--- src/rtl/core/crlsd_pkg.sv ---
package crlsd_pkg;

    localparam int DEF_SCREEN_WIDTH  = 480;
    localparam int DEF_SCREEN_HEIGHT = 480;

    localparam int RUN_BITS   = 8;
    localparam int ROW_BITS   = 9;
    localparam int COLOR_BITS = 16;
    localparam int PIX_BITS   = 18;
    localparam int CFG_BITS   = 16;
    localparam int IDX_BITS   = 2;

    localparam int MIN_LOGO_WIDTH  = 16;
    localparam int MIN_LOGO_HEIGHT = 1;

    localparam logic [RUN_BITS-1:0]   RUN_KEEP_COLOR = 8'hFF;
    localparam logic [COLOR_BITS-1:0] BG_COLOR       = 16'h0000;

    localparam logic [IDX_BITS-1:0] REG_LOGO_WIDTH  = 2'd0;
    localparam logic [IDX_BITS-1:0] REG_LOGO_HEIGHT = 2'd1;
    localparam logic [IDX_BITS-1:0] REG_FG_COLOR    = 2'd2;
    localparam logic [IDX_BITS-1:0] REG_FIRST_FG    = 2'd3;

    localparam logic [ROW_BITS-1:0]   RST_LOGO_WIDTH  = 9'd128;
    localparam logic [ROW_BITS-1:0]   RST_LOGO_HEIGHT = 9'd128;
    localparam logic [COLOR_BITS-1:0] RST_FG_COLOR    = 16'hFFFF;
    localparam logic                  RST_FIRST_FG    = 1'b0;

    typedef struct packed {
        logic [RUN_BITS-1:0] run_length;
        logic                last_run;
    } run_item_t;

    typedef struct packed {
        logic [COLOR_BITS-1:0] span_color;
        logic [PIX_BITS-1:0]   span_pixels;
        logic                  last_span;
        logic                  frame_end;
        logic                  table_short;
    } span_item_t;

    typedef enum logic [1:0] {
        PH_IDLE  = 2'd0,
        PH_LOGO  = 2'd1,
        PH_DRAIN = 2'd2
    } phase_t;

    typedef enum logic [3:0] {
        S_IDLE,
        S_GEOM,
        S_TOP,
        S_LEFT0,
        S_LOOP,
        S_ROWEND,
        S_TAIL,
        S_FILL,
        S_FINISH
    } state_t;

    typedef enum logic [2:0] {
        SRC_NONE,
        SRC_TOP,
        SRC_X,
        SRC_RIGHT,
        SRC_BOTTOM,
        SRC_CHUNK,
        SRC_FILL
    } span_src_t;

    typedef struct packed {
        logic      load_item;
        logic      load_geom;
        logic      init_frame;
        span_src_t src;
        logic      emit;
        logic      set_fe;
        logic      set_short;
        logic      chunk_step;
        logic      row_step;
        logic      toggle;
        logic      fill_prep;
        logic      flush;
    } dp_cmd_t;

    typedef struct packed {
        logic rpl_zero;
        logic left_zero;
        logic last_row;
        logic item_last;
        logic pend_valid;
        logic out_free;
        logic can_emit;
    } dp_status_t;

endpackage

--- src/rtl/core/crlsd_ctrl.sv ---
module crlsd_ctrl import crlsd_pkg::*; (
    input  logic       aclk,
    input  logic       aresetn,
    input  logic       s_valid,
    output logic       s_ready,
    input  dp_status_t sts,
    output dp_cmd_t    cmd
);

    state_t state_reg, state_next;
    phase_t phase_reg, phase_next;

    always_ff @(posedge aclk) begin
        if (!aresetn) begin
            state_reg <= S_IDLE;
            phase_reg <= PH_IDLE;
        end else begin
            state_reg <= state_next;
            phase_reg <= phase_next;
        end
    end

    always_comb begin
        state_next = state_reg;
        phase_next = phase_reg;
        cmd        = '0;
        cmd.src    = SRC_NONE;
        s_ready    = 1'b0;
        unique case (state_reg)
            S_IDLE: begin
                s_ready = 1'b1;
                if (s_valid) begin
                    cmd.load_item = 1'b1;
                    state_next    = S_GEOM;
                end
            end
            S_GEOM: begin
                cmd.load_geom = 1'b1;
                if (phase_reg == PH_DRAIN) begin
                    if (sts.item_last) begin
                        phase_next = PH_IDLE;
                    end
                    state_next = S_IDLE;
                end else if (phase_reg == PH_LOGO) begin
                    state_next = S_LOOP;
                end else begin
                    cmd.init_frame = 1'b1;
                    phase_next     = PH_LOGO;
                    state_next     = S_TOP;
                end
            end
            S_TOP: begin
                if (sts.can_emit) begin
                    cmd.emit   = 1'b1;
                    cmd.src    = SRC_TOP;
                    state_next = S_LEFT0;
                end
            end
            S_LEFT0: begin
                if (sts.can_emit) begin
                    cmd.emit   = 1'b1;
                    cmd.src    = SRC_X;
                    state_next = S_LOOP;
                end
            end
            S_LOOP: begin
                if (sts.rpl_zero) begin
                    if (sts.can_emit) begin
                        cmd.emit   = 1'b1;
                        cmd.src    = SRC_RIGHT;
                        state_next = S_ROWEND;
                    end
                end else if (sts.left_zero) begin
                    state_next = S_TAIL;
                end else if (sts.can_emit) begin
                    cmd.emit       = 1'b1;
                    cmd.src        = SRC_CHUNK;
                    cmd.chunk_step = 1'b1;
                end
            end
            S_ROWEND: begin
                if (sts.can_emit) begin
                    cmd.emit = 1'b1;
                    if (sts.last_row) begin
                        cmd.src    = SRC_BOTTOM;
                        cmd.set_fe = 1'b1;
                        phase_next = sts.item_last ? PH_IDLE : PH_DRAIN;
                        state_next = S_FINISH;
                    end else begin
                        cmd.src      = SRC_X;
                        cmd.row_step = 1'b1;
                        state_next   = S_LOOP;
                    end
                end
            end
            S_TAIL: begin
                cmd.toggle = 1'b1;
                if (sts.item_last) begin
                    cmd.fill_prep = 1'b1;
                    state_next    = S_FILL;
                end else begin
                    state_next = S_FINISH;
                end
            end
            S_FILL: begin
                if (sts.can_emit) begin
                    cmd.emit      = 1'b1;
                    cmd.src       = SRC_FILL;
                    cmd.set_fe    = 1'b1;
                    cmd.set_short = 1'b1;
                    phase_next    = PH_IDLE;
                    state_next    = S_FINISH;
                end
            end
            S_FINISH: begin
                if (!sts.pend_valid) begin
                    state_next = S_IDLE;
                end else if (sts.out_free) begin
                    cmd.flush  = 1'b1;
                    state_next = S_IDLE;
                end
            end
            default: begin
                state_next = S_IDLE;
            end
        endcase
    end

endmodule

--- src/rtl/core/crlsd_dp.sv ---
module crlsd_dp import crlsd_pkg::*; #(
    parameter int SCREEN_WIDTH  = DEF_SCREEN_WIDTH,
    parameter int SCREEN_HEIGHT = DEF_SCREEN_HEIGHT
) (
    input  logic                aclk,
    input  logic                aresetn,
    input  logic                cfg_we,
    input  logic [IDX_BITS-1:0] cfg_index,
    input  logic [CFG_BITS-1:0] cfg_wdata,
    input  run_item_t           s_data,
    output logic                m_valid,
    input  logic                m_ready,
    output span_item_t          m_data,
    input  dp_cmd_t             cmd,
    output dp_status_t          sts
);

    localparam int XW   = $clog2(SCREEN_WIDTH + 1);
    localparam int YW   = $clog2(SCREEN_HEIGHT + 1);
    localparam int GW0  = (XW > YW) ? XW : YW;
    localparam int GW   = (GW0 > ROW_BITS) ? GW0 : ROW_BITS;
    localparam int PW   = XW + YW;
    localparam int SUMW = (PW + 1 > PIX_BITS) ? PW + 1 : PIX_BITS;

    localparam logic [GW-1:0] SW_G    = GW'(SCREEN_WIDTH);
    localparam logic [GW-1:0] SH_G    = GW'(SCREEN_HEIGHT);
    localparam logic [GW-1:0] MIN_W_G = GW'(MIN_LOGO_WIDTH);
    localparam logic [GW-1:0] MIN_H_G = GW'(MIN_LOGO_HEIGHT);
    localparam logic [PW-1:0] SW_P    = PW'(SCREEN_WIDTH);

    logic [ROW_BITS-1:0]   logo_width_reg;
    logic [ROW_BITS-1:0]   logo_height_reg;
    logic [COLOR_BITS-1:0] fg_color_reg;
    logic                  first_fg_reg;

    logic [RUN_BITS-1:0] run_reg;
    logic                last_reg;
    logic [RUN_BITS-1:0] left_px_reg;

    logic [GW-1:0] lw_reg, lh_reg, x_reg, y_reg, right_reg, botrows_reg;
    logic [PW-1:0] fill_prod_reg;

    logic [ROW_BITS-1:0] logo_row_reg;
    logic [ROW_BITS-1:0] rpl_reg;
    logic                df_reg;

    span_item_t pend_reg;
    logic       pend_valid_reg;
    span_item_t m_data_reg;
    logic       m_valid_reg;

    logic [GW-1:0]       lw_cfg, lh_cfg, eff_w, eff_h, x_next, y_next;
    logic [PW-1:0]       top_prod, bottom_prod;
    logic                last_row;
    logic [GW-1:0]       rows_after;
    logic [GW-1:0]       rows_sum;
    logic [ROW_BITS-1:0] chunk;
    logic [SUMW-1:0]     span_val;
    logic                span_nz;
    logic                do_emit;
    logic                fe_only;
    logic                out_free;
    logic                out_push;
    span_item_t          new_span;
    span_item_t          push_span;

    always_ff @(posedge aclk) begin
        if (!aresetn) begin
            logo_width_reg  <= RST_LOGO_WIDTH;
            logo_height_reg <= RST_LOGO_HEIGHT;
            fg_color_reg    <= RST_FG_COLOR;
            first_fg_reg    <= RST_FIRST_FG;
        end else if (cfg_we) begin
            unique case (cfg_index)
                REG_LOGO_WIDTH:  logo_width_reg  <= cfg_wdata[ROW_BITS-1:0];
                REG_LOGO_HEIGHT: logo_height_reg <= cfg_wdata[ROW_BITS-1:0];
                REG_FG_COLOR:    fg_color_reg    <= cfg_wdata[COLOR_BITS-1:0];
                REG_FIRST_FG:    first_fg_reg    <= cfg_wdata[0];
            endcase
        end
    end

    // saturated geometry from the configuration
    always_comb begin
        lw_cfg = GW'(logo_width_reg);
        lh_cfg = GW'(logo_height_reg);
        if (lw_cfg < MIN_W_G) begin
            eff_w = MIN_W_G;
        end else if (lw_cfg > SW_G) begin
            eff_w = SW_G;
        end else begin
            eff_w = lw_cfg;
        end
        if (lh_cfg < MIN_H_G) begin
            eff_h = MIN_H_G;
        end else if (lh_cfg > SH_G) begin
            eff_h = SH_G;
        end else begin
            eff_h = lh_cfg;
        end
        x_next = (SW_G - eff_w) >> 1;
        y_next = (SH_G - eff_h) >> 1;
    end

    assign top_prod    = PW'(y_reg) * SW_P;
    assign bottom_prod = PW'(botrows_reg) * SW_P;
    assign last_row    = ((GW + 1)'(logo_row_reg) + (GW + 1)'(1)) >= (GW + 1)'(lh_reg);
    assign rows_after  = last_row ? '0 : (lh_reg - GW'(1) - GW'(logo_row_reg));
    assign rows_sum    = rows_after + botrows_reg;
    assign chunk       = (ROW_BITS'(left_px_reg) < rpl_reg) ? ROW_BITS'(left_px_reg) : rpl_reg;

    always_comb begin
        case (cmd.src)
            SRC_TOP:    span_val = SUMW'(top_prod);
            SRC_X:      span_val = SUMW'(x_reg);
            SRC_RIGHT:  span_val = SUMW'(right_reg);
            SRC_BOTTOM: span_val = SUMW'(bottom_prod);
            SRC_CHUNK:  span_val = SUMW'(chunk);
            SRC_FILL:   span_val = SUMW'(fill_prod_reg) + SUMW'(rpl_reg) + SUMW'(right_reg);
            default:    span_val = '0;
        endcase
        new_span.span_color  = (cmd.src == SRC_CHUNK && df_reg) ? fg_color_reg : BG_COLOR;
        new_span.span_pixels = span_val[PIX_BITS-1:0];
        new_span.last_span   = 1'b0;
        new_span.frame_end   = cmd.set_fe;
        new_span.table_short = cmd.set_short;
    end

    always_comb begin
        push_span           = pend_reg;
        push_span.last_span = cmd.flush;
    end

    assign span_nz  = (span_val != '0);
    assign do_emit  = cmd.emit && span_nz;
    assign fe_only  = cmd.emit && !span_nz && cmd.set_fe;
    assign out_free = !m_valid_reg || m_ready;
    assign out_push = (do_emit && pend_valid_reg) || cmd.flush;

    // item and frame registers
    always_ff @(posedge aclk) begin
        if (cmd.load_item) begin
            run_reg     <= s_data.run_length;
            last_reg    <= s_data.last_run;
            left_px_reg <= s_data.run_length;
        end else if (cmd.chunk_step) begin
            left_px_reg <= left_px_reg - RUN_BITS'(chunk);
        end
        if (cmd.load_geom) begin
            lw_reg      <= eff_w;
            lh_reg      <= eff_h;
            x_reg       <= x_next;
            y_reg       <= y_next;
            right_reg   <= SW_G - x_next - eff_w;
            botrows_reg <= SH_G - y_next - eff_h;
        end
        if (cmd.fill_prep) begin
            fill_prod_reg <= PW'(rows_sum) * SW_P;
        end
    end

    always_ff @(posedge aclk) begin
        if (!aresetn) begin
            logo_row_reg <= '0;
            rpl_reg      <= '0;
            df_reg       <= 1'b0;
        end else begin
            if (cmd.init_frame) begin
                logo_row_reg <= '0;
                rpl_reg      <= ROW_BITS'(eff_w);
                df_reg       <= first_fg_reg;
            end else if (cmd.row_step) begin
                logo_row_reg <= logo_row_reg + ROW_BITS'(1);
                rpl_reg      <= ROW_BITS'(lw_reg);
            end else if (cmd.chunk_step) begin
                rpl_reg <= rpl_reg - chunk;
            end
            if (cmd.toggle && run_reg != RUN_KEEP_COLOR) begin
                df_reg <= !df_reg;
            end
        end
    end

    // one span held back so the last one of a transaction can be flagged
    always_ff @(posedge aclk) begin
        if (!aresetn) begin
            pend_valid_reg <= 1'b0;
            m_valid_reg    <= 1'b0;
        end else begin
            if (do_emit) begin
                pend_valid_reg <= 1'b1;
            end else if (cmd.flush) begin
                pend_valid_reg <= 1'b0;
            end
            if (out_push) begin
                m_valid_reg <= 1'b1;
            end else if (m_ready) begin
                m_valid_reg <= 1'b0;
            end
        end
    end

    always_ff @(posedge aclk) begin
        if (do_emit) begin
            pend_reg <= new_span;
        end else if (fe_only) begin
            pend_reg.frame_end <= 1'b1;
        end
        if (out_push) begin
            m_data_reg <= push_span;
        end
    end

    assign m_valid = m_valid_reg;
    assign m_data  = m_data_reg;

    always_comb begin
        sts.rpl_zero   = (rpl_reg == '0);
        sts.left_zero  = (left_px_reg == '0);
        sts.last_row   = last_row;
        sts.item_last  = last_reg;
        sts.pend_valid = pend_valid_reg;
        sts.out_free   = out_free;
        sts.can_emit   = !pend_valid_reg || out_free;
    end

endmodule

--- src/rtl/core/centered_rle_logo_span_decoder.sv ---
// channel   direction  handshake          payload
// config    in         cfg_we             cfg_index, cfg_wdata
// runs      in         s_valid / s_ready  s_data (run_length, last_run)
// spans     out        m_valid / m_ready  m_data (color, pixels, flags)
//
// a run byte is walked through its span slots in turn (chunks, margins, borders, fill;
// a zero-length slot still takes its sequencer step but emits no span); a run that
// completes the frame ends there, and runs after the frame are dropped without spans
// s_ready is high only between transactions; a stalled m_ready holds the sequencer
// reset is synchronous on aresetn low and restores the default geometry and colors
module centered_rle_logo_span_decoder import crlsd_pkg::*; #(
    parameter int SCREEN_WIDTH  = DEF_SCREEN_WIDTH,
    parameter int SCREEN_HEIGHT = DEF_SCREEN_HEIGHT
) (
    input  logic                aclk,
    input  logic                aresetn,
    input  logic                cfg_we,
    input  logic [IDX_BITS-1:0] cfg_index,
    input  logic [CFG_BITS-1:0] cfg_wdata,
    input  logic                s_valid,
    output logic                s_ready,
    input  run_item_t           s_data,
    output logic                m_valid,
    input  logic                m_ready,
    output span_item_t          m_data
);

    dp_cmd_t    cmd;
    dp_status_t sts;

    crlsd_ctrl u_ctrl (
        .aclk    (aclk),
        .aresetn (aresetn),
        .s_valid (s_valid),
        .s_ready (s_ready),
        .sts     (sts),
        .cmd     (cmd)
    );

    crlsd_dp #(
        .SCREEN_WIDTH  (SCREEN_WIDTH),
        .SCREEN_HEIGHT (SCREEN_HEIGHT)
    ) u_dp (
        .aclk      (aclk),
        .aresetn   (aresetn),
        .cfg_we    (cfg_we),
        .cfg_index (cfg_index),
        .cfg_wdata (cfg_wdata),
        .s_data    (s_data),
        .m_valid   (m_valid),
        .m_ready   (m_ready),
        .m_data    (m_data),
        .cmd       (cmd),
        .sts       (sts)
    );

endmodule

--- config.mk ---
export PLATFORM = sky130hd
export DESIGN_NAME = centered_rle_logo_span_decoder
export DESIGN_NICKNAME = d
export VERILOG_FILES = /design/src/rtl/core/crlsd_pkg.sv /design/src/rtl/core/crlsd_ctrl.sv /design/src/rtl/core/crlsd_dp.sv /design/src/rtl/core/centered_rle_logo_span_decoder.sv
export SDC_FILE = /design/constraint.sdc
export NUM_CORES = 1
export LEC_CHECK = 0
export ABC_AREA = 1
export BUFFER_PORTS_ARGS = -buffer_cell sky130_fd_sc_hd__clkbuf_2
export CAP_MARGIN = 40
export CORE_ASPECT_RATIO = 0.75
export CORE_MARGIN = 3
export CORE_UTILIZATION = 40
export CTS_BUF_LIST = sky130_fd_sc_hd__clkbuf_4
export CTS_CLUSTER_DIAMETER = 100
export DETAILED_ROUTE_END_ITERATION = 6
export SLEW_MARGIN = 40
export SYNTH_ARGS = -nofsm -noshare
export SYNTH_HDL_FRONTEND = slang
export SYNTH_HIERARCHICAL = 1
export SYNTH_SLANG_ARGS = --single-unit
--- constraint.sdc ---
create_clock -name aclk -period 7.2 [get_ports aclk]
set_input_delay 0.72 -clock aclk [delete_from_list [all_inputs] [get_ports aclk]]
set_output_delay 0.72 -clock aclk [all_outputs]
set_load 0.1 [all_outputs]
==> results.md <==
Global routing:
- The number of antenna violations at the first check in global routing is 1.
- The final global-route overflow total is 0.
- Across every metal layer, demand over resource in global routing totals a little under a fifth.
- The first-pass GRT wire length is around 60000 um.
- Entering global routing, the biggest net connects 49 pins.
- The via count of the first global-routing pass is 11500.

CTS:
- The count of cells resized by post-cts repair is 0.
- In this run the post-CTS setup repair buffer count came out at 0.
- The clock sink count is 215.
- The number of clock buffers added by TritonCTS is 55.
- The count of hold buffers inserted by post-cts repair is 0.
- The number of H-tree levels is 2.
- The library cell used as clock root buffer is sky130_fd_sc_hd__clkbuf_4.
- The longest clock path from root to sink contains 3 buffers.
- TritonCTS built the clock tree.
- Clock latency on the worst-skew pair, taken at its later pin, is 0.70 ns.
- After clock tree synthesis, the clock-pin slew on the worst setup and hold paths is 0.07 ns.

Layout:
- The area of the multi-input gates is just under 0.008 mm2.
- The number of flip-flops under the largest register name is 37.
- The growth of design area from synthesis to finish is 10.5%.
- The share of final-layout standard cells stronger than drive strength 1 is 11.5%.
- The count of nets after finishing is 2114.
- After routing the design area is 0.0167 mm2.
- Cells fill 45.7% of the core in the end.
- Counting the fill cells in the layout gives around 3700.
- In the final layout, flip-flops and latches occupy 0.00584 mm2.

Worst setup path:
- For this design, the slowest cell found on the critical path is sky130_fd_sc_hd__fa_1.
- For the worst setup path, the data arrival time is 6.91 ns.
- The worst setup path is launched from a flop.
- The worst-path maximum fanout is 7.
- STA classifies the critical path endpoint as a flop.
- The largest incremental delay on the critical path is 0.55 ns.
- The worst register-to-register path begins at u_dp/logo_row_reg[1].
- The timing endpoint of the critical path is u_dp/fill_prod_reg[16].
- Counting stages on the worst path, the most repeated cell is sky130_fd_sc_hd__nand2_1.
- At the worst endpoint, the required time is 7.62 ns.
- The worst setup path is of the flop to flop kind.
- The path depth of the worst reg2reg path is 34.
- The setup check on the worst reg-to-reg path leaves a slack of 0.71 ns.
- The most critical setup path has its startpoint at u_dp/logo_row_reg[1].
- The capturing point of the worst reg2reg path is u_dp/fill_prod_reg[16].

STA:
- The relative slew slack is 43.5%.
- Setup violations remaining at the end of the flow were counted as 0.
- The maximum clock rate is 154 MHz.
- The final number of max-transition violations came to 0.
- Between clock sinks in the finished design, the worst skew comes to 0.0305 ns.
- Setup repair after global routing left no endpoint under its margin.
- The transition at the pin with the smallest max-transition slack is approximately 0.84 ns.
- The total negative slack is 0 ns.
- The part of the cycle the worst path needs is 90.1%.
- The worst path needs around 6.5 ns of the cycle, external delays included.
- Across all hold checks on the routed design, the worst slack comes to between 0.2 and 0.25 ns.
- The number of hold violations in the final report is 0.

Logic synthesis:
- The post-synthesis cell type count is approximately 60.
- The post-synthesis area per instance is 8.42 um2.
- The post-synthesis instance total is around 1800.
- The cell taking the most area after synthesis is sky130_fd_sc_hd__edfxtp_1.
- The number of nets in the synthesized netlist is 2016.
- After synthesis, the cell types taking the most area are sky130_fd_sc_hd__edfxtp_1 30%, sky130_fd_sc_hd__ha_1 12%, sky130_fd_sc_hd__nand2_1 9.5%.
- The warning count from the yosys run is 6.
- The dominant cell by count in the synthesized netlist is sky130_fd_sc_hd__nand2_1.
- The number of enable-type register cells in the synthesized netlist is 153.
- After synthesis the cells add up to 0.0151 mm2.
- The commonest register cell after synthesis is sky130_fd_sc_hd__edfxtp_1.
- Counting flops and latches in the post-synthesis netlist gives 215.
- Summing the sequential cell areas from Yosys gives 38.7% of the chip area.
- The async set or reset register ratio after synthesis is 0%.
- Ranked by instance count, the synthesized netlist is headed by 383 x sky130_fd_sc_hd__nand2_1, 303 x sky130_fd_sc_hd__inv_1, 168 x sky130_fd_sc_hd__nor2_1.
- In this run the biggest area consumer among cell types represents 30.5% of the synthesized area.

Place:
- The global placer's final weighted congestion is 0.895.
- Buffers placed on the I/O ports in this run total 70.
- After legalization and detailed placement, the total HPWL measured 28800 um.
- The placement-stage cell area is 0.0159 mm2.

Floorplan:
- The core region is about 0.036 mm2.
- The number of primary I/O pins is approximately 70.
- In this run the horizontal extent of the chip is 230 um.
- The die covers 0.0401 mm2.
- The die outline height is 174 um.
- The initial core utilization is ~41%.
- The number of placement rows is 60.

Hold path:
- In this run the most critical hold path is launched from s_data[0].
- The path class of the tightest hold or removal check is primary input to flop.
- Counting instances, the worst hold path has a depth of 1.

Run status:
- The flow ran to the end, and the final reports show no timing, DRC or antenna violations.

Route:
- The number of iterations in the first detailed-routing pass is 5.
- The number of design rule violations left after detail routing is 0.
- The DRC violation total after the first TritonRoute iteration is roughly 750.
- In the final routed layout, each cell accounts on average for about 15 um.
- The vias after detailed routing is 12100.
- After detailed routing, the total wire length is 36200 um.
- The number of vias per cell is 4.97.
- The remaining number of nets flagged by the antenna check after routing is 0.

Flow run:
- Max-cap violations in this run came to 0.
-- metal layers --
metal | up-vias | global-route usage [%] | share of wire, % | wire length, um
met2 | 302 | 25.6 | 40 | 14600
li1 | 6111 | - | - | -
met3 | 58 | 3.39 | 6.2 | 2230
met1 | 5596 | 28.3 | 52 | 18800
met4 | 0 | 4.41 | 1.7 | 633
met5 | - | 0 | 0 | 0
-- kinds of logic after synthesis --
kind of cell / after synthesis / share of synthesized area (%)
compound gates: 206 / 8.07
xor+xnor: 58 / 3.37
fa+ha+maj: 193 / 18.5
buf+inv: 347 / 8.91
flops: 215 / 38.7
simple gates: 772 / 22.5
-- critical path, delay by kind of cell (launching register included) --
family | cells | cell delay [ns]
compound gates | 6 | 0.96
xor+xnor | 2 | 0.32
fa+ha+maj | 5 | 1.93
buf+inv | 5 | 0.49
flops | 1 | 0.39
simple gates | 16 | 2.15
-- cells in the final DEF, fill, tap and decap left out, types with 32 or more instances in the layout --
cell type and n:
sky130_fd_sc_hd__nor2_1 167, sky130_fd_sc_hd__xor2_1 41, sky130_fd_sc_hd__clkbuf_4 82, sky130_fd_sc_hd__nand2_1 382
sky130_fd_sc_hd__nand4_1 32, sky130_fd_sc_hd__dfxtp_1 62, sky130_fd_sc_hd__nand3_1 117, sky130_fd_sc_hd__fa_1 49
sky130_fd_sc_hd__edfxtp_1 153, sky130_fd_sc_hd__o21ai_0 54, sky130_fd_sc_hd__a21oi_1 83, sky130_fd_sc_hd__inv_1 302
sky130_fd_sc_hd__clkbuf_2 69, sky130_fd_sc_hd__ha_1 144
-- worst min-delay path by stage --
stage                                  to
after global placement    u_dp/m_data[33]
after floorplan            u_dp/m_data[0]
after global routing        u_dp/last_reg
after detailed placement  u_dp/m_data[33]
after CTS                   u_dp/last_reg
final                       u_dp/last_reg
-- stage by stage --
| step | std cells | worst slack [ns] |
|---|---|---|
| 6_report | 2430 | 0.709 |
| 5_1_grt | 2430 | 0.124 |
| 4_1_cts | 2429 | 0.716 |
| 3_5_place_dp | 2328 | 0.748 |
| 3_3_place_gp | 2328 | 0.888 |
| 2_1_floorplan | 1791 | 1.44 |
-- area by class of cell --
class | instances | area share (%)
flip-flops and latches | 215 | 35.0
repair buffers | 75 | 2.33
diodes | 1 | 0.0150
clock buffers | 82 | 3.69
well taps | 496 | 3.72
clock inverters | 19 | 0.698
multi-input cells | 1229 | 47.5
inverters | 313 | 7.05
Power is left out: the tool's default activity adds up to more than one toggle a clock period on the data nets, which glitch-free logic cannot reach.
